### src/sv/lifo_stack_with_sort_reverse_core_assert.svh
// ----------------------------------------------------------------------------
// lifo_stack_with_sort_reverse_core_assert.svh
// Assertion macros shared by the stack core.
// ----------------------------------------------------------------------------
`ifndef LIFO_STACK_WITH_SORT_REVERSE_CORE_ASSERT_SVH
`define LIFO_STACK_WITH_SORT_REVERSE_CORE_ASSERT_SVH

// Same-cycle implication, checked out of reset.
`define LSSR_ASSERT_IMP(label, clk, rst_n, ante, cons) \
	label: assert property (@(posedge clk) disable iff (!(rst_n)) (ante) |-> (cons)) \
		else $error("lssr: same-cycle check failed");

// Next-cycle implication, checked out of reset.
`define LSSR_ASSERT_NXT(label, clk, rst_n, ante, cons) \
	label: assert property (@(posedge clk) disable iff (!(rst_n)) (ante) |=> (cons)) \
		else $error("lssr: next-cycle check failed");

`endif

### src/sv/lssr_pkg.sv
// ----------------------------------------------------------------------------
// lssr_pkg
// Sizes, action codes, micro-op codes and the microcode ROM of the stack core.
// ----------------------------------------------------------------------------
package lssr_pkg;

	localparam int DEPTH  = 64;
	localparam int DATA_W = 8;
	localparam int ADDR_W = $clog2(DEPTH);
	localparam int CNT_W  = $clog2(DEPTH + 1);
	localparam int ACT_W  = 3;
	localparam int UPC_W  = 5;

	typedef logic [DATA_W-1:0] data_t;
	typedef logic [CNT_W-1:0]  cnt_t;
	typedef logic [ADDR_W-1:0] addr_t;
	typedef logic [UPC_W-1:0]  upc_t;

	// Requested actions
	typedef enum logic [ACT_W-1:0] {
		ACT_PUSH = 3'd0,
		ACT_POP  = 3'd1,
		ACT_PEEK = 3'd2,
		ACT_REV  = 3'd3,
		ACT_SORT = 3'd4
	} act_t;

	// Datapath operations, one per control word
	typedef enum logic [3:0] {
		OP_NOP,
		OP_PUSH,
		OP_POP_RD,
		OP_PEEK_RD,
		OP_EMIT_RD,
		OP_EMIT_OK,
		OP_EMIT_FAIL,
		OP_RV_INIT,
		OP_RV_TEST,
		OP_RV_LOAD,
		OP_WR_LO,
		OP_WR_HI,
		OP_SRT_INIT,
		OP_SRT_OUTER,
		OP_SRT_LOADV,
		OP_SRT_RDPREV
	} uop_t;

	// Step sequencing conditions
	typedef enum logic [2:0] {
		C_NEXT,
		C_ALWAYS,
		C_DISPATCH,
		C_RV_END,
		C_I_END,
		C_J_ZERO,
		C_NOT_LESS
	} cond_t;

	// Sort moves need two more ops; kept in a second group to fit four bits
	typedef enum logic [1:0] {
		WOP_NONE,
		WOP_SHIFT,
		WOP_PLACE
	} wop_t;

	typedef struct packed {
		uop_t  op;
		wop_t  wop;
		cond_t cond;
		upc_t  tgt;
		logic  emit;
	} cw_t;

	// Step addresses
	localparam upc_t UPC_IDLE     = 5'd0;
	localparam upc_t UPC_PUSH     = 5'd1;
	localparam upc_t UPC_POP      = 5'd2;
	localparam upc_t UPC_RD_EMIT  = 5'd3;
	localparam upc_t UPC_PEEK     = 5'd4;
	localparam upc_t UPC_BAD      = 5'd5;
	localparam upc_t UPC_RV_INIT  = 5'd6;
	localparam upc_t UPC_RV_TEST  = 5'd7;
	localparam upc_t UPC_RV_LOAD  = 5'd8;
	localparam upc_t UPC_RV_WLO   = 5'd9;
	localparam upc_t UPC_RV_WHI   = 5'd10;
	localparam upc_t UPC_DONE     = 5'd11;
	localparam upc_t UPC_S_INIT   = 5'd12;
	localparam upc_t UPC_S_OUTER  = 5'd13;
	localparam upc_t UPC_S_LOADV  = 5'd14;
	localparam upc_t UPC_S_RDPREV = 5'd15;
	localparam upc_t UPC_S_CMP    = 5'd16;
	localparam upc_t UPC_S_SHIFT  = 5'd17;
	localparam upc_t UPC_S_PLACE  = 5'd18;

	// Entry point of the program for each action
	function automatic upc_t entry_of(logic [ACT_W-1:0] a);
		upc_t e;
		unique case (a)
			ACT_PUSH: e = UPC_PUSH;
			ACT_POP:  e = UPC_POP;
			ACT_PEEK: e = UPC_PEEK;
			ACT_REV:  e = UPC_RV_INIT;
			ACT_SORT: e = UPC_S_INIT;
			default:  e = UPC_BAD;
		endcase
		return e;
	endfunction

	// Microcode ROM
	function automatic cw_t ucode(upc_t pc);
		cw_t w;
		unique case (pc)
			UPC_IDLE:     w = '{OP_NOP,        WOP_NONE,  C_DISPATCH, UPC_IDLE,     1'b0};
			UPC_PUSH:     w = '{OP_PUSH,       WOP_NONE,  C_ALWAYS,   UPC_IDLE,     1'b1};
			UPC_POP:      w = '{OP_POP_RD,     WOP_NONE,  C_NEXT,     UPC_IDLE,     1'b0};
			UPC_RD_EMIT:  w = '{OP_EMIT_RD,    WOP_NONE,  C_ALWAYS,   UPC_IDLE,     1'b1};
			UPC_PEEK:     w = '{OP_PEEK_RD,    WOP_NONE,  C_ALWAYS,   UPC_RD_EMIT,  1'b0};
			UPC_BAD:      w = '{OP_EMIT_FAIL,  WOP_NONE,  C_ALWAYS,   UPC_IDLE,     1'b1};
			UPC_RV_INIT:  w = '{OP_RV_INIT,    WOP_NONE,  C_NEXT,     UPC_IDLE,     1'b0};
			UPC_RV_TEST:  w = '{OP_RV_TEST,    WOP_NONE,  C_RV_END,   UPC_DONE,     1'b0};
			UPC_RV_LOAD:  w = '{OP_RV_LOAD,    WOP_NONE,  C_NEXT,     UPC_IDLE,     1'b0};
			UPC_RV_WLO:   w = '{OP_WR_LO,      WOP_NONE,  C_NEXT,     UPC_IDLE,     1'b0};
			UPC_RV_WHI:   w = '{OP_WR_HI,      WOP_NONE,  C_ALWAYS,   UPC_RV_TEST,  1'b0};
			UPC_DONE:     w = '{OP_EMIT_OK,    WOP_NONE,  C_ALWAYS,   UPC_IDLE,     1'b1};
			UPC_S_INIT:   w = '{OP_SRT_INIT,   WOP_NONE,  C_NEXT,     UPC_IDLE,     1'b0};
			UPC_S_OUTER:  w = '{OP_SRT_OUTER,  WOP_NONE,  C_I_END,    UPC_DONE,     1'b0};
			UPC_S_LOADV:  w = '{OP_SRT_LOADV,  WOP_NONE,  C_NEXT,     UPC_IDLE,     1'b0};
			UPC_S_RDPREV: w = '{OP_SRT_RDPREV, WOP_NONE,  C_J_ZERO,   UPC_S_PLACE,  1'b0};
			UPC_S_CMP:    w = '{OP_NOP,        WOP_NONE,  C_NOT_LESS, UPC_S_PLACE,  1'b0};
			UPC_S_SHIFT:  w = '{OP_NOP,        WOP_SHIFT, C_ALWAYS,   UPC_S_RDPREV, 1'b0};
			UPC_S_PLACE:  w = '{OP_NOP,        WOP_PLACE, C_ALWAYS,   UPC_S_OUTER,  1'b0};
			default:      w = '{OP_NOP,        WOP_NONE,  C_ALWAYS,   UPC_IDLE,     1'b0};
		endcase
		return w;
	endfunction

endpackage

### src/sv/lssr_req_if.sv
// ----------------------------------------------------------------------------
// lssr_req_if
// Request channel of the stack core: one action per beat.
// ----------------------------------------------------------------------------
interface lssr_req_if;
	import lssr_pkg::*;

	logic                valid;
	logic                ready;
	logic [ACT_W-1:0]    action;
	logic [DATA_W-1:0]   push_value;

	modport source (output valid, action, push_value, input ready);
	modport sink   (input valid, action, push_value, output ready);
endinterface

### src/sv/lssr_rsp_if.sv
// ----------------------------------------------------------------------------
// lssr_rsp_if
// Response channel of the stack core: one result per beat.
// ----------------------------------------------------------------------------
interface lssr_rsp_if;
	import lssr_pkg::*;

	logic              valid;
	logic              ready;
	logic [DATA_W-1:0] data_out;
	logic              ok;
	logic              is_empty;
	logic [CNT_W-1:0]  entry_count;

	modport source (output valid, data_out, ok, is_empty, entry_count, input ready);
	modport sink   (input valid, data_out, ok, is_empty, entry_count, output ready);
endinterface

### src/sv/lifo_stack_with_sort_reverse_core.sv
// ----------------------------------------------------------------------------
// lifo_stack_with_sort_reverse_core
// Push writes and emits in one step; pop and peek read the store, then emit the result,
// stalling while the result register waits on the sink; the next item is accepted the cycle after a result issues.
// Reverse swaps entries from both ends inward and sort is an insertion sort;
// both walk the store with one access per step and a registered read.
// Reset clears the step counter, entry count and output valid; no store clearing pass.
// ----------------------------------------------------------------------------
`include "lifo_stack_with_sort_reverse_core_assert.svh"

module lifo_stack_with_sort_reverse_core (
	input  logic          clk,
	input  logic          arst_n,
	lssr_req_if.sink      req,
	lssr_rsp_if.source    rsp
);
	import lssr_pkg::*;

	// Sequencer
	upc_t  pc_q, pc_d;
	cw_t   cw;
	logic  out_busy;
	logic  go;

	// Datapath registers
	cnt_t  cnt_q, cnt_d;
	cnt_t  lo_q, hi_q, i_q, j_q;
	data_t val_q, rd_q, t_q, v_q;
	logic  ok_q;
	cnt_t  cnt_m1, j_m1;

	// Store
	data_t stack_mem [DEPTH];
	logic  rd_en, wr_en;
	addr_t rd_addr, wr_addr;
	data_t wr_data;

	// Output register
	logic  out_valid_q;
	data_t out_data_q;
	logic  out_ok_q;
	cnt_t  out_cnt_q;
	data_t emit_data;
	logic  emit_ok;

	assign cw       = ucode(pc_q);
	assign out_busy = out_valid_q && !rsp.ready;
	assign go       = !(cw.emit && out_busy);
	assign req.ready = (pc_q == UPC_IDLE);
	assign cnt_m1   = cnt_q - CNT_W'(1);
	assign j_m1     = j_q - CNT_W'(1);

	// Next step
	always_comb begin
		unique case (cw.cond)
			C_NEXT:     pc_d = pc_q + UPC_W'(1);
			C_ALWAYS:   pc_d = cw.tgt;
			C_DISPATCH: pc_d = req.valid ? entry_of(req.action) : pc_q;
			C_RV_END:   pc_d = (hi_q <= lo_q + CNT_W'(1)) ? cw.tgt : pc_q + UPC_W'(1);
			C_I_END:    pc_d = (i_q >= cnt_q) ? cw.tgt : pc_q + UPC_W'(1);
			C_J_ZERO:   pc_d = (j_q == '0) ? cw.tgt : pc_q + UPC_W'(1);
			C_NOT_LESS: pc_d = !(rd_q < v_q) ? cw.tgt : pc_q + UPC_W'(1);
			default:    pc_d = UPC_IDLE;
		endcase
		if (!go) begin
			pc_d = pc_q;
		end
	end

	// Store access and count update decoded from the control word
	always_comb begin
		rd_en     = 1'b0;
		rd_addr   = cnt_m1[ADDR_W-1:0];
		wr_en     = 1'b0;
		wr_addr   = cnt_q[ADDR_W-1:0];
		wr_data   = val_q;
		cnt_d     = cnt_q;
		emit_data = '0;
		emit_ok   = 1'b0;
		unique case (cw.op)
			OP_PUSH: begin
				if (cnt_q < CNT_W'(DEPTH)) begin
					wr_en   = 1'b1;
					cnt_d   = cnt_q + CNT_W'(1);
					emit_ok = 1'b1;
				end
			end
			OP_POP_RD: begin
				rd_en = 1'b1;
				if (cnt_q != '0) begin
					cnt_d = cnt_m1;
				end
			end
			OP_PEEK_RD: begin
				rd_en = 1'b1;
			end
			OP_EMIT_RD: begin
				emit_ok   = ok_q;
				emit_data = ok_q ? rd_q : '0;
			end
			OP_EMIT_OK: begin
				emit_ok = 1'b1;
			end
			OP_RV_TEST: begin
				rd_en   = 1'b1;
				rd_addr = lo_q[ADDR_W-1:0];
			end
			OP_RV_LOAD: begin
				rd_en   = 1'b1;
				rd_addr = hi_q[ADDR_W-1:0];
			end
			OP_WR_LO: begin
				wr_en   = 1'b1;
				wr_addr = lo_q[ADDR_W-1:0];
				wr_data = rd_q;
			end
			OP_WR_HI: begin
				wr_en   = 1'b1;
				wr_addr = hi_q[ADDR_W-1:0];
				wr_data = t_q;
			end
			OP_SRT_OUTER: begin
				rd_en   = 1'b1;
				rd_addr = i_q[ADDR_W-1:0];
			end
			OP_SRT_RDPREV: begin
				rd_en   = 1'b1;
				rd_addr = j_m1[ADDR_W-1:0];
			end
			default: begin
			end
		endcase
		unique case (cw.wop)
			WOP_SHIFT: begin
				wr_en   = 1'b1;
				wr_addr = j_q[ADDR_W-1:0];
				wr_data = rd_q;
			end
			WOP_PLACE: begin
				wr_en   = 1'b1;
				wr_addr = j_q[ADDR_W-1:0];
				wr_data = v_q;
			end
			default: begin
			end
		endcase
		if (!go) begin
			rd_en = 1'b0;
			wr_en = 1'b0;
			cnt_d = cnt_q;
		end
	end

	// Store: one write and one registered read per cycle
	always_ff @(posedge clk) begin
		if (wr_en) begin
			stack_mem[wr_addr] <= wr_data;
		end
		if (rd_en) begin
			rd_q <= stack_mem[rd_addr];
		end
	end

	// Control state
	always_ff @(posedge clk or negedge arst_n) begin
		if (!arst_n) begin
			pc_q        <= UPC_IDLE;
			cnt_q       <= '0;
			out_valid_q <= 1'b0;
		end else begin
			pc_q  <= pc_d;
			cnt_q <= cnt_d;
			if (cw.emit && go) begin
				out_valid_q <= 1'b1;
			end else if (rsp.ready) begin
				out_valid_q <= 1'b0;
			end
		end
	end

	// Working registers and result beat
	always_ff @(posedge clk) begin
		if (req.valid && req.ready) begin
			val_q <= req.push_value;
		end
		if (cw.emit && go) begin
			out_data_q <= emit_data;
			out_ok_q   <= emit_ok;
			out_cnt_q  <= cnt_d;
		end
		unique case (cw.op)
			OP_POP_RD, OP_PEEK_RD: ok_q <= (cnt_q != '0);
			OP_RV_INIT: begin
				lo_q <= '0;
				hi_q <= cnt_q;
			end
			OP_RV_TEST:    hi_q <= hi_q - CNT_W'(1);
			OP_RV_LOAD:    t_q  <= rd_q;
			OP_WR_HI:      lo_q <= lo_q + CNT_W'(1);
			OP_SRT_INIT:   i_q  <= CNT_W'(1);
			OP_SRT_OUTER:  j_q  <= i_q;
			OP_SRT_LOADV:  v_q  <= rd_q;
			default: begin
			end
		endcase
		unique case (cw.wop)
			WOP_SHIFT: j_q <= j_m1;
			WOP_PLACE: i_q <= i_q + CNT_W'(1);
			default: begin
			end
		endcase
	end

	assign rsp.valid       = out_valid_q;
	assign rsp.data_out    = out_data_q;
	assign rsp.ok          = out_ok_q;
	assign rsp.is_empty    = (out_cnt_q == '0);
	assign rsp.entry_count = out_cnt_q;

	// Checks
	`LSSR_ASSERT_IMP(a_cnt_range, clk, arst_n, 1'b1, cnt_q <= CNT_W'(DEPTH))
	`LSSR_ASSERT_NXT(a_emit_ends, clk, arst_n, cw.emit && go, pc_q == UPC_IDLE && out_valid_q)
	`LSSR_ASSERT_NXT(a_cnt_step, clk, arst_n, pc_q != UPC_PUSH && pc_q != UPC_POP, cnt_q == $past(cnt_q))

endmodule

### src/flat_wrapper.sv
// flat-port wrapper written by rule: the top's interface ports become plain ports
module lifo_stack_with_sort_reverse_core_flat import lssr_pkg::*;
  (clk, arst_n, req_valid, req_action, req_push_value, req_ready, rsp_valid, rsp_data_out, rsp_ok, rsp_is_empty, rsp_entry_count, rsp_ready);
  lssr_req_if req_i ();
  lssr_rsp_if rsp_i ();
  input  logic clk;
  input  logic arst_n;
  input wire logic [$bits(req_i.valid)-1:0] req_valid;
  input wire logic [$bits(req_i.action)-1:0] req_action;
  input wire logic [$bits(req_i.push_value)-1:0] req_push_value;
  output wire logic [$bits(req_i.ready)-1:0] req_ready;
  output wire logic [$bits(rsp_i.valid)-1:0] rsp_valid;
  output wire logic [$bits(rsp_i.data_out)-1:0] rsp_data_out;
  output wire logic [$bits(rsp_i.ok)-1:0] rsp_ok;
  output wire logic [$bits(rsp_i.is_empty)-1:0] rsp_is_empty;
  output wire logic [$bits(rsp_i.entry_count)-1:0] rsp_entry_count;
  input wire logic [$bits(rsp_i.ready)-1:0] rsp_ready;
  assign req_i.valid = req_valid;
  assign req_i.action = req_action;
  assign req_i.push_value = req_push_value;
  assign req_ready = req_i.ready;
  assign rsp_valid = rsp_i.valid;
  assign rsp_data_out = rsp_i.data_out;
  assign rsp_ok = rsp_i.ok;
  assign rsp_is_empty = rsp_i.is_empty;
  assign rsp_entry_count = rsp_i.entry_count;
  assign rsp_i.ready = rsp_ready;
  lifo_stack_with_sort_reverse_core u_core (.clk(clk), .arst_n(arst_n), .req(req_i), .rsp(rsp_i));
endmodule
### config.mk
export PLATFORM = sky130hd
export DESIGN_NAME = lifo_stack_with_sort_reverse_core_flat
export DESIGN_NICKNAME = d
export VERILOG_FILES = /design/src/sv/lssr_pkg.sv /design/src/sv/lssr_req_if.sv /design/src/sv/lssr_rsp_if.sv /design/src/sv/lifo_stack_with_sort_reverse_core.sv /design/src/flat_wrapper.sv
export VERILOG_INCLUDE_DIRS = /design/src /design/src/sv
export SDC_FILE = /design/constraint.sdc
export NUM_CORES = 1
export LEC_CHECK = 0
export BUFFER_PORTS_ARGS = -buffer_cell sky130_fd_sc_hd__buf_2
export CORE_UTILIZATION = 45
export DETAILED_ROUTE_END_ITERATION = 8
export GPL_TIMING_DRIVEN = 0
export HOLD_SLACK_MARGIN = 0.06
export SLEW_MARGIN = 20
export SYNTH_ARGS = -nofsm -noshare
export SYNTH_HDL_FRONTEND = slang
export SYNTH_SLANG_ARGS = --single-unit
### constraint.sdc
create_clock -name clk -period 8 [get_ports clk]
set_input_delay 0.8 -clock clk [delete_from_list [all_inputs] [get_ports clk]]
set_output_delay 0.8 -clock clk [all_outputs]
set_load 0.01 [all_outputs]
# Word level (Yosys, flattened, before mapping)
# Memories as Yosys holds them, arrays and structs flattened. A register that Yosys moved wholly into a read port is not among the register bits.
# Cells that the tools add are included.
# W data, S select, Z words.
dict set report op_classes {
  mux 33
  n_bitwise 1
  eq_ne 27
  n_reduce_logical 23
  addsub 7
  magnitude_cmp 4
}
# operator n
set ops {}
lappend ops {{$mux W7} 7}
lappend ops {{$pmux W7 S2} 3}
lappend ops {{$pmux W5 S7} 1}
lappend ops {{$eq A4 B4 Y1 const B} 8}
lappend ops {{$pmux W8 S2} 2}
lappend ops {{$mux W5} 5}
lappend ops {{$pmux W6 S4} 1}
lappend ops {{$add A7 B1 Y7 const B} 3}
lappend ops {{$sub A7 B1 Y7 const B} 3}
lappend ops {{$pmux W4 S5} 1}
lappend ops {{$logic_not A7 Y1} 2}
lappend ops {{$eq A3 B2 Y1 const B} 4}
lappend ops {{$eq A3 B3 Y1 const B} 4}
lappend ops {{$eq A4 B3 Y1 const B} 3}
lappend ops {{$pmux W6 S2} 1}
lappend ops {{$reduce_bool A2 Y1} 5}
lappend ops {{$mux W1} 9}
lappend ops {{$eq A4 B2 Y1 const B} 2}
lappend ops {{$lt A8 B8 Y1} 1}
lappend ops {{$ge A7 B7 Y1} 1}
lappend ops {{$le A7 B7 Y1} 1}
lappend ops {{$lt A7 B7 Y1 const B} 1}
lappend ops {{$reduce_bool A7 Y1} 1}
lappend ops {{$eq A3 B1 Y1 const B} 2}
lappend ops {{16 further kinds} 24}
dict set report totals {
  romBits 480
  wordCells 111
  ff_bits 82
  ramBits 512
  memories 2
}
# name words word_bits read_ports rd_ports_with_merged_regs wr line_no
set mem_list {}
lappend mem_list {u_core.stack_mem 64 8 1 1 1 lifo_stack_with_sort_reverse_core.sv:33} ;# data_t stack_mem [DEPTH];
lappend mem_list {{(name not given)} 32 15 1 0 0 lssr_pkg.sv:112} ;# unique case (pc)

# Depth between registers and ports, before layout
# Gate-level depths: netlist of run 1.
# An unclocked memory read counts as a cell.
dict set report logic_depth {
  depth_word 8
  mapped_depth 16
}

# Worst setup path after synthesis of run 1
# Ideal clock, no wire load.
dict set report synth_timing {
  kind {reg2reg}
  start {register u_core.pc_q[0]}
  end {memory u_core.stack_mem[0][0] (netlist bit) (data pin)}
  arrival_ns 4.422
  path_buffers 1
  path_slack_ns 2.993
  required_time_ns 7.415
  path_stages_with_launch 9
  cell_sequence {dfrtp_1 > inv_1 > ha_1 > or3b_4 > a211o_4 > nor3_1 > clkbuf_1 > nand2_1 > a41oi_1}
}
dict set report synth_via {
  elab_chain_cells 4
}
# item line_no
set synth_rtl {}
lappend synth_rtl {{from (decl)} lifo_stack_with_sort_reverse_core.sv:20} ;# upc_t pc_q, pc_d;
lappend synth_rtl {{from (signal assigned)} lifo_stack_with_sort_reverse_core.sv:171} ;# pc_q <= pc_d;
lappend synth_rtl {{$mem_v2 Z32 W15 *} -}
lappend synth_rtl {{$eq A4 B4 Y1} lifo_stack_with_sort_reverse_core.sv:80} ;# unique case (cw.op)
lappend synth_rtl {{$pmux W8 S2} lifo_stack_with_sort_reverse_core.sv:80}
lappend synth_rtl {{$pmux W8 S2 *} lifo_stack_with_sort_reverse_core.sv:133} ;# unique case (cw.wop)
lappend synth_rtl {{via u_core.wr_data[0]} lifo_stack_with_sort_reverse_core.sv:36} ;# data_t wr_data;
lappend synth_rtl {{to (decl)} lifo_stack_with_sort_reverse_core.sv:33}
# The timed path passes the listed nets; every way through them passes the cells marked *.

# Worst setup path in the final report of run 1
dict set report layout_timing {
  start {register u_core.pc_q[0]}
  end {register u_core.rd_q[0], read port of u_core.stack_mem (data pin)}
}
dict set report layout_via {
  elab_chain_cells 5
}
# item line_no
set layout_rtl {}
lappend layout_rtl {{$mem_v2 Z32 W15 *} -}
lappend layout_rtl {{$eq A4 B4 Y1 / $eq A4 B2 Y1 (equally long branches)} lifo_stack_with_sort_reverse_core.sv:80}
lappend layout_rtl {{$reduce_or A6 Y1 (no source line)} -}
lappend layout_rtl {{$mux W1} lifo_stack_with_sort_reverse_core.sv:80}
lappend layout_rtl {{$mux W1} lifo_stack_with_sort_reverse_core.sv:147} ;# if (!go) begin
lappend layout_rtl {{to (decl)} lifo_stack_with_sort_reverse_core.sv:28} ;# data_t val_q, rd_q, t_q, v_q;
# Every way passes the cells marked *; elsewhere a longest branch is shown, timed or not.
# A chain may end at the register's enable or synchronous reset.

==> results list, run 1 <==
- Result of the run: finished clean
- Area grow syn2layout: 15.0%
- The floorplan step set the die height to between 200 and 250 µm.
* Part of the Yosys area used for sequential elements: 0.677
* Die span in x: 245 µm
- Antenna violations before repair: 0
- Number of library cell types mapped by synthesis: 74
* Number of top-level pins: 34
- Sequential Area: 0.0180 mm²
* Largest stage delay, worst path: 0.82 ns
- HPWL Detailed: slightly below 50000 µm
* Final WL: 68700 µm
- Cell Area, Synth: 0.0266 mm²
- In the post-route analysis, the smallest setup slack over all paths is 1.98 ns.
- When the netlist entered floorplanning its net count stood at 1878.
* Ys Warns: 0
- Clock-pin slew was measured on the worst setup and hold paths at 0.06 ns.
- Synthesized area divided by synthesized cell count: 14.6 µm²
* First DRT Iteration DRCs: 1343
- The number of hold buffers added after CTS was 0.
* Routability cong.: approximately 0.9
- Worst setup slack after placement: 2.15 ns
- Of the available clock period, the critical path in the final layout requires 0.752.
- The critical path goes through inv_1 > ha_1 > and3b_1 > a211oi_2 > o211ai_1 > o221ai_1 > mux2_4 > buf_6 > buf_2 > buf_2 > mux2i_1 > mux2i_1 > a22o_1 > nor4_1 > nand4_1.
- The final count of hold timing violations is 0.
- Die footprint: 0.0601 mm²
- Worst-case clock buffer depth: 3
- In this run, synthesis inferred 589 flip-flops with an integrated enable.
* Crit-path slowest cell: sky130_fd_sc_hd__nor4_1
- The most used flip-flop cell after synthesis is sky130_fd_sc_hd__edfxtp_1.
* Share of flip-flops with an asynchronous set or reset after synthesis: 0.0216
* Number of nets at the end of the flow: between 2000 and 2500
- In the routed design, unresolved DRC markers number 0.
- Root Driver: sky130_fd_sc_hd__clkbuf_16
- Detail-routed net length per standard cell: 24.8 µm
* Critical path required time: 8.29 ns
- Post-Layout Inst Area: 0.0306 mm²
- Vias: 16100
* Vias in the first global route: 16200
- Final Skew: 0.0283 ns
* Endpoint kind of the worst setup timing path: flip-flop
- Maximum number of pins on one net before global-route repair: 25
* Initial core utilization: 0.459
- At the pin with the least slew margin, the transition time is 1.06 ns.
- Core Box Area: 0.0580 mm²
* Setup slack on the worst flop-to-flop path: around 2 ns
- In this run the remaining antenna-violating nets after routing total 0.
* RR Startpoint: u_core.pc_q[0]
- Final cell count without fillers: between 2000 and 3000
- Derived from the worst setup path, the maximum achievable clock frequency is 166 MHz.
- Measured in cells, the most critical reg-to-reg path has a length of 15.
- Total placed cells including tap cells: 2650
* Filler cell count in the final layout: ~4700
* Final Critical Period: 6.02 ns
- Clock buffers created by TritonCTS: 67
* Via count normalized by instance count: 5.80
- CTS tree: built
- At the end of the flow the core is filled with cells to 0.528.
* Crit path max-delay family: compound AO/OA/AOI/OAI gates
* Max-cap violations: 0
- Fraction of layout instances using a drive strength above 1: 0.139
- The first global-routing pass estimated 103000 µm of wire.
- Critical path buffers and inverters: 4
- Final number of setup-violating endpoints: 0
- Data arrival time of the worst path: about 6.3 ns
* Number of I/O port buffers: 33
- Setup CP Type: flip-flop to flip-flop
- Congestion Overflow GR: 0
- H-tree depth: 3
* Relative slew slack: 0.288
* DR pass1 iterations: 6
- Setup repair after global routing left no endpoint under its margin.
* Critical path startpoint category: flip-flop
- Synthesis-stage register bit count: 602
- The number of gates resized after CTS was 0.
- Clock latency on the worst-skew pair: 0.62 ns
- Global routing usage summed across all routing layers: 0.232
* Footprint of the multi-input gates: roughly 0.0082 mm²
* Core Rows: approximately 90
- Counting every instance in the synthesized netlist gives 1826.
- Instance area after placement: 0.0285 mm²
* Number of setup buffers added after CTS: 0
- Of all nets on the critical path, the largest fanout is 11.
* Worst Hold Class: input port to async pin
- The endpoint identified for the worst register-to-register timing path is u_core.rd_q[0].
- CTS Sinks: 602
* Number of max-slew violations in the final report: 0
- Diodes inserted: 0
synth_stat cells, drive strengths merged (15+ instances only):
cell type	number	area (µm²)
mux2i	248	2480
a21oi	59	295
edfxtp	589	17700
clkbuf	34	128
o21ai	34	170
nand3	41	205
nor2b	36	225
nand2	111	417
buf	52	305
and2	19	119
nand4	17	106
xnor2	19	166
mux2	50	567
a22o	26	228
nand2b	15	93.8
nor2	137	533
ha	37	463
o211ai	36	275
inv	32	120
a211oi	51	393
worst max-delay path by stage:
stage              startpoint                 endpoint  slack, ns  cells past startpoint
3_3_place_gp   u_core.pc_q[0]  u_core.stack_mem[43][4]      -1.09                     11
3_5_place_dp   u_core.pc_q[0]           u_core.rd_q[5]       2.15                     15
5_1_grt        u_core.pc_q[0]           u_core.rd_q[0]       1.88                     15
6_report       u_core.pc_q[0]           u_core.rd_q[0]       1.98                     15
4_1_cts        u_core.pc_q[0]           u_core.rd_q[5]       2.14                     15
2_1_floorplan  u_core.pc_q[0]   u_core.stack_mem[0][0]       2.99                      8
per-stage QoR:
stage | hold slack, ns | setup TNS (ns)
6_report | 0.108 | 0
5_1_grt | 0.115 | 0
4_1_cts | 0.0949 | 0
3_5_place_dp | 0.525 | 0
3_3_place_gp | 0.494 | -395.36
2_1_floorplan | 0.496 | 0
kinds of logic (layout without fill, tap and decap cells):
group	Yosys count	in the layout	synth area share
compound gates	309	309	0.0822
xor+xnor	28	28	0.00921
fa+ha+maj	37	37	0.0174
buf+inv	120	297	0.0211
flops	602	602	0.677
mux	299	299	0.115
simple gates	431	431	0.0779
area by class of cell:
class,instances,share of cell area
Sequential cell,602,0.588
Multi-Input combinational cell,1104,0.268
Clock buffer,82,0.0580
Tap cell,765,0.0313
Timing Repair Buffer,59,0.0235
Buffer,86,0.0141
Clock inverter,36,0.0127
Inverter,34,0.00417
state kept, by name, summed over array words and instances, names as in the netlist:
signal / count
u_core.rsp.ok: 1
u_core.rd_q: 8
u_core.t_q: 8
u_core.hi_q: 7
u_core.ok_q: 1
u_core.val_q: 8
u_core.stack_mem: 512
u_core.rsp.data_out: 8
u_core.j_q: 7
u_core.rsp.valid: 1
u_core.rsp.entry_count: 7
u_core.pc_q: 5
u_core.v_q: 8
u_core.cnt_q: 7
u_core.lo_q: 7
u_core.i_q: 7
worst reg2reg max path: stages (launching register included):
cell and delay [ns]:
sky130_fd_sc_hd__dfrtp_1 0.60, sky130_fd_sc_hd__inv_1 0.21, sky130_fd_sc_hd__ha_1 0.47, sky130_fd_sc_hd__and3b_1 0.26
sky130_fd_sc_hd__a211oi_2 0.60, sky130_fd_sc_hd__o211ai_1 0.38, sky130_fd_sc_hd__o221ai_1 0.36, sky130_fd_sc_hd__mux2_4 0.23
sky130_fd_sc_hd__buf_6 0.17, sky130_fd_sc_hd__buf_2 0.28, sky130_fd_sc_hd__buf_2 0.42, sky130_fd_sc_hd__mux2i_1 0.25
sky130_fd_sc_hd__mux2i_1 0.12, sky130_fd_sc_hd__a22o_1 0.26, sky130_fd_sc_hd__nor4_1 0.82, sky130_fd_sc_hd__nand4_1 0.27
placed cells by master, fill, tap and decap left out, drive strengths merged, types with 8 or more instances in the layout:
cell,count
dfrtp,13
nor3,11
nand2b,15
mux2,50
nor4,12
ha,37
a22oi,8
buf,111
a221oi,10
xnor2,19
inv,36
and4,8
o21ai,34
nand3,41
a41oi,10
nor2,137
o211ai,36
nand2,111
and2,19
clkinv,24
mux2i,248
nand4,17
a21o,13
a31oi,11
a211oi,51
clkbuf,116
o22ai,13
nor2b,36
a21oi,59
edfxtp,589
a22o,26
xor2,9
routing by layer:
| metal | routed length [µm] | global-route usage |
|---|---|---|
| met1 | 30200 | 0.312 |
| met2 | 32800 | 0.375 |
| met3 | 3370 | 0.0393 |
| met4 | 2370 | 0.0879 |
| met5 | 0 | 0 |
Power of run 1 is left out: the tool's default activity adds up to more than one toggle a clock period on the data nets, which glitch-free logic cannot reach.
==> inputs of run 2 (changes only) <==
==> constraint.sdc (replaced) <==
create_clock -name clk -period 5.35 [get_ports clk]
set_input_delay 0.535 -clock clk [delete_from_list [all_inputs] [get_ports clk]]
set_output_delay 0.535 -clock clk [all_outputs]
set_load 0.01 [all_outputs]
==> run 2 against run 1 <==
Against the previous run: clock-buffer cell count stayed put; wire length grew 0.19%; first-iteration DRC count is 1.9% lower; hold slack better by 0.00094 ns; highest routed layer unchanged; register-to-register slack got worse by 2.0 ns; clock skew up 0.0012 ns; critical path depth is 4 lower.
==> results list, run 2 (same netlist as run 1, synthesis figures left out) <==
- Worst Hold Class: input port to flip-flop
* Clock latency on the worst-skew pair: 0.62 ns (about the same)
- First-pass GRT wire length: 103000 µm (about the same)
- Final Skew: 0.0295 ns (+0.00122 ns)
- Congestion Overflow GR: 0 (unchanged)
- Antenna violations before repair: 0 (unchanged)
- Relative slew slack: 0.310 (+0.0219)
- Leaving out fill and tap cells, the most frequent cell in the layout is sky130_fd_sc_hd__edfxtp_1.
- Fraction of layout instances using a drive strength above 1: 0.174 (+0.0353)
- Counting flops per register, the top entry is u_core.stack_mem.
* RR Startpoint: u_core.pc_q[1]
* Die footprint: 0.0601 mm² (unchanged)
- Final period util: 0.995 (+0.242)
* Slew of the pin with the lowest slew margin: 1.02 ns (-0.0339 ns)
* Worst setup slack after placement: -0.497 ns (-2.65 ns)
- Upper clock frequency limit: 188 MHz (+13%)
- The die width was 245 µm (unchanged).
* Biggest fanout along the worst timing path: 10 (-1)
- The final standard cell utilization of the core came to 0.533 (+0.00563).
* Clock buffers created by TritonCTS: 67 (unchanged)
- Hold depth: 1
- The number of top-level pins was 34 (unchanged).
* Global routing usage summed across all routing layers: 0.232 (+0.000367)
- Final number of setup-violating endpoints: 0 (unchanged)
- The core area came to 0.0580 mm² (unchanged).
- Worst-case clock buffer depth: 3 (unchanged)
* Detail-routed net length per standard cell: 24.8 µm (about the same)
- Die extent in y: 245 µm (unchanged)
* Maximum number of pins on one net before global-route repair: 25 (unchanged)
- The remaining design rule violation count was 0 (unchanged).
* Data arrival time of the worst path: 5.55 ns (-0.76 ns)
- The run finished with clean final reports.
- The final-report max-slew violation count is 0 (unchanged).
* Diodes inserted: 0 (unchanged)
- Setup CP Type: flip-flop to flip-flop
- The final weighted congestion in routability-driven placement came to 0.901 (unchanged).
- Endpoint kind of the worst setup timing path: flip-flop
- The via count of the first global-routing pass was 16200 (+0.025%).
* Root Driver: sky130_fd_sc_hd__clkbuf_16
- Initial core utilization: 0.459 (unchanged)
* Commonest cells after routing, fill and taps aside: 589 x sky130_fd_sc_hd__edfxtp_1, 247 x sky130_fd_sc_hd__mux2i_1, 111 x sky130_fd_sc_hd__nand2_1
* Setup slack on the worst flop-to-flop path: 0.03 ns (-1.95 ns)
* Core Rows: 88 (unchanged)
- Via count normalized by instance count: 5.80 (about the same)
* TNS Setup: 0 ns (unchanged)
- Critical path startpoint category: flip-flop
- Critical path required time: 5.57 ns (-2.72 ns)
- Fin. Hold Viols: 0 (unchanged)
- Start point of the worst hold path: req_push_value[5]
- Final Critical Period: 5.32 ns (-0.698 ns)
* RSZ-0062 raised after global routing: yes
- The H-tree depth was 3 (unchanged).
* Vias: 16100 (+0.19%)
- CTS Sinks: 602 (unchanged)
- Number of nets at the end of the flow: 2013 (+0.35%)
- The quantity of I/O buffers inserted on ports is 33 (unchanged).
* Number of nets with antenna violations after detailed routing: 0 (unchanged)
* Max-cap violations: 0 (unchanged)
* Area grow syn2layout: 16.3%
* DR pass1 iterations: 7 (+1)
- The count of routing violations after the opening detailed-route iteration was 1317 (-1.9%).
- CTS tree: built
- The clock-pin transition on the worst setup and hold timing paths is 0.06 ns (about the same).
- Depth of the most critical reg-to-reg path: 11 (-4)
- Final setup margin: 0.0279 ns (-1.95 ns)
- The most critical setup path has its startpoint at u_core.pc_q[1].
- The number of flip-flops in the largest register came to 512 (unchanged).
* HPWL Detailed: 49200 µm (unchanged)
- The final wirelength was 68900 µm (+0.19%).
==> run 2: changes by cell type in the layout (fill, tap and decap cells not counted), sizes merged <==
| cell | delta |
|---|---|
| dlygate4sd3 | +1 |
| buf | +5 |
| clkbuf | +1 |
==> run 2: critical path, cell delays in order (launching register included) <==
cell	delay (ns)
sky130_fd_sc_hd__dfrtp_1	0.55
sky130_fd_sc_hd__inv_1	0.19
sky130_fd_sc_hd__ha_1	0.44
sky130_fd_sc_hd__or3b_4	0.44
sky130_fd_sc_hd__a211oi_1	0.64
sky130_fd_sc_hd__nand2_1	0.26
sky130_fd_sc_hd__clkbuf_1	0.34
sky130_fd_sc_hd__o211ai_1	0.17
sky130_fd_sc_hd__and2_1	0.17
sky130_fd_sc_hd__clkbuf_1	0.43
sky130_fd_sc_hd__nand3_1	0.40
sky130_fd_sc_hd__nor2_1	0.90
==> run 2: final timing paths <==
| check | endpoint |
|---|---|
| hold / removal | u_core.val_q[5] |
| setup / recovery | u_core.stack_mem[46][6] |
| min in group asynchronous | u_core.pc_q[2] |
| setup reg to reg | u_core.stack_mem[46][6] |
| max in group asynchronous | u_core.pc_q[0] |
| hold reg to reg | u_core.rsp.valid |
==> run 2: timing repair <==
item | in CTS | in global routing
endpoints found under the hold margin | 13 | 0
gates resized for setup | 24 | 52
pin swaps | 0 | 4
setup endpoints to repair | 123 | 520
setup buffers | 0 | 6
hold buffers | 1 | 0
==> run 2: area by class of cell <==
class                      count  area, µm²
sequential                   602      18000
tap                          765        957
inverter                      34        128
fill                        4708      27100
clock buffer                  82       1780
buffer                        86        439
timing repair buffer          66        776
multi-input combinational   1104       8470
clock inverter                36        388
==> run 2: metal layers <==
layer  track usage  routed length, µm  part of all wire  vias to the layer above
met5             0                  0                 0                        -
met4        0.0864               2440             0.035                        0
met3        0.0399               3730             0.054                      128
met2         0.376              33000              0.48                      513
met1         0.312              29700              0.43                     8079
li1              -                  -                 -                     7370
==> run 2: metrics by stage <==
step / hold WS, ns / instance area [µm²] / instances
2_1_floorplan: 0.239 / 26600 / 1826
3_3_place_gp: 0.471 / 27700 / 2624
3_5_place_dp: 0.481 / 28500 / 2650
4_1_cts: 0.0732 / 30700 / 2769
5_1_grt: 0.0784 / 30900 / 2775
6_report: 0.109 / 30900 / 2775
Power of run 2 is left out for the same reason.
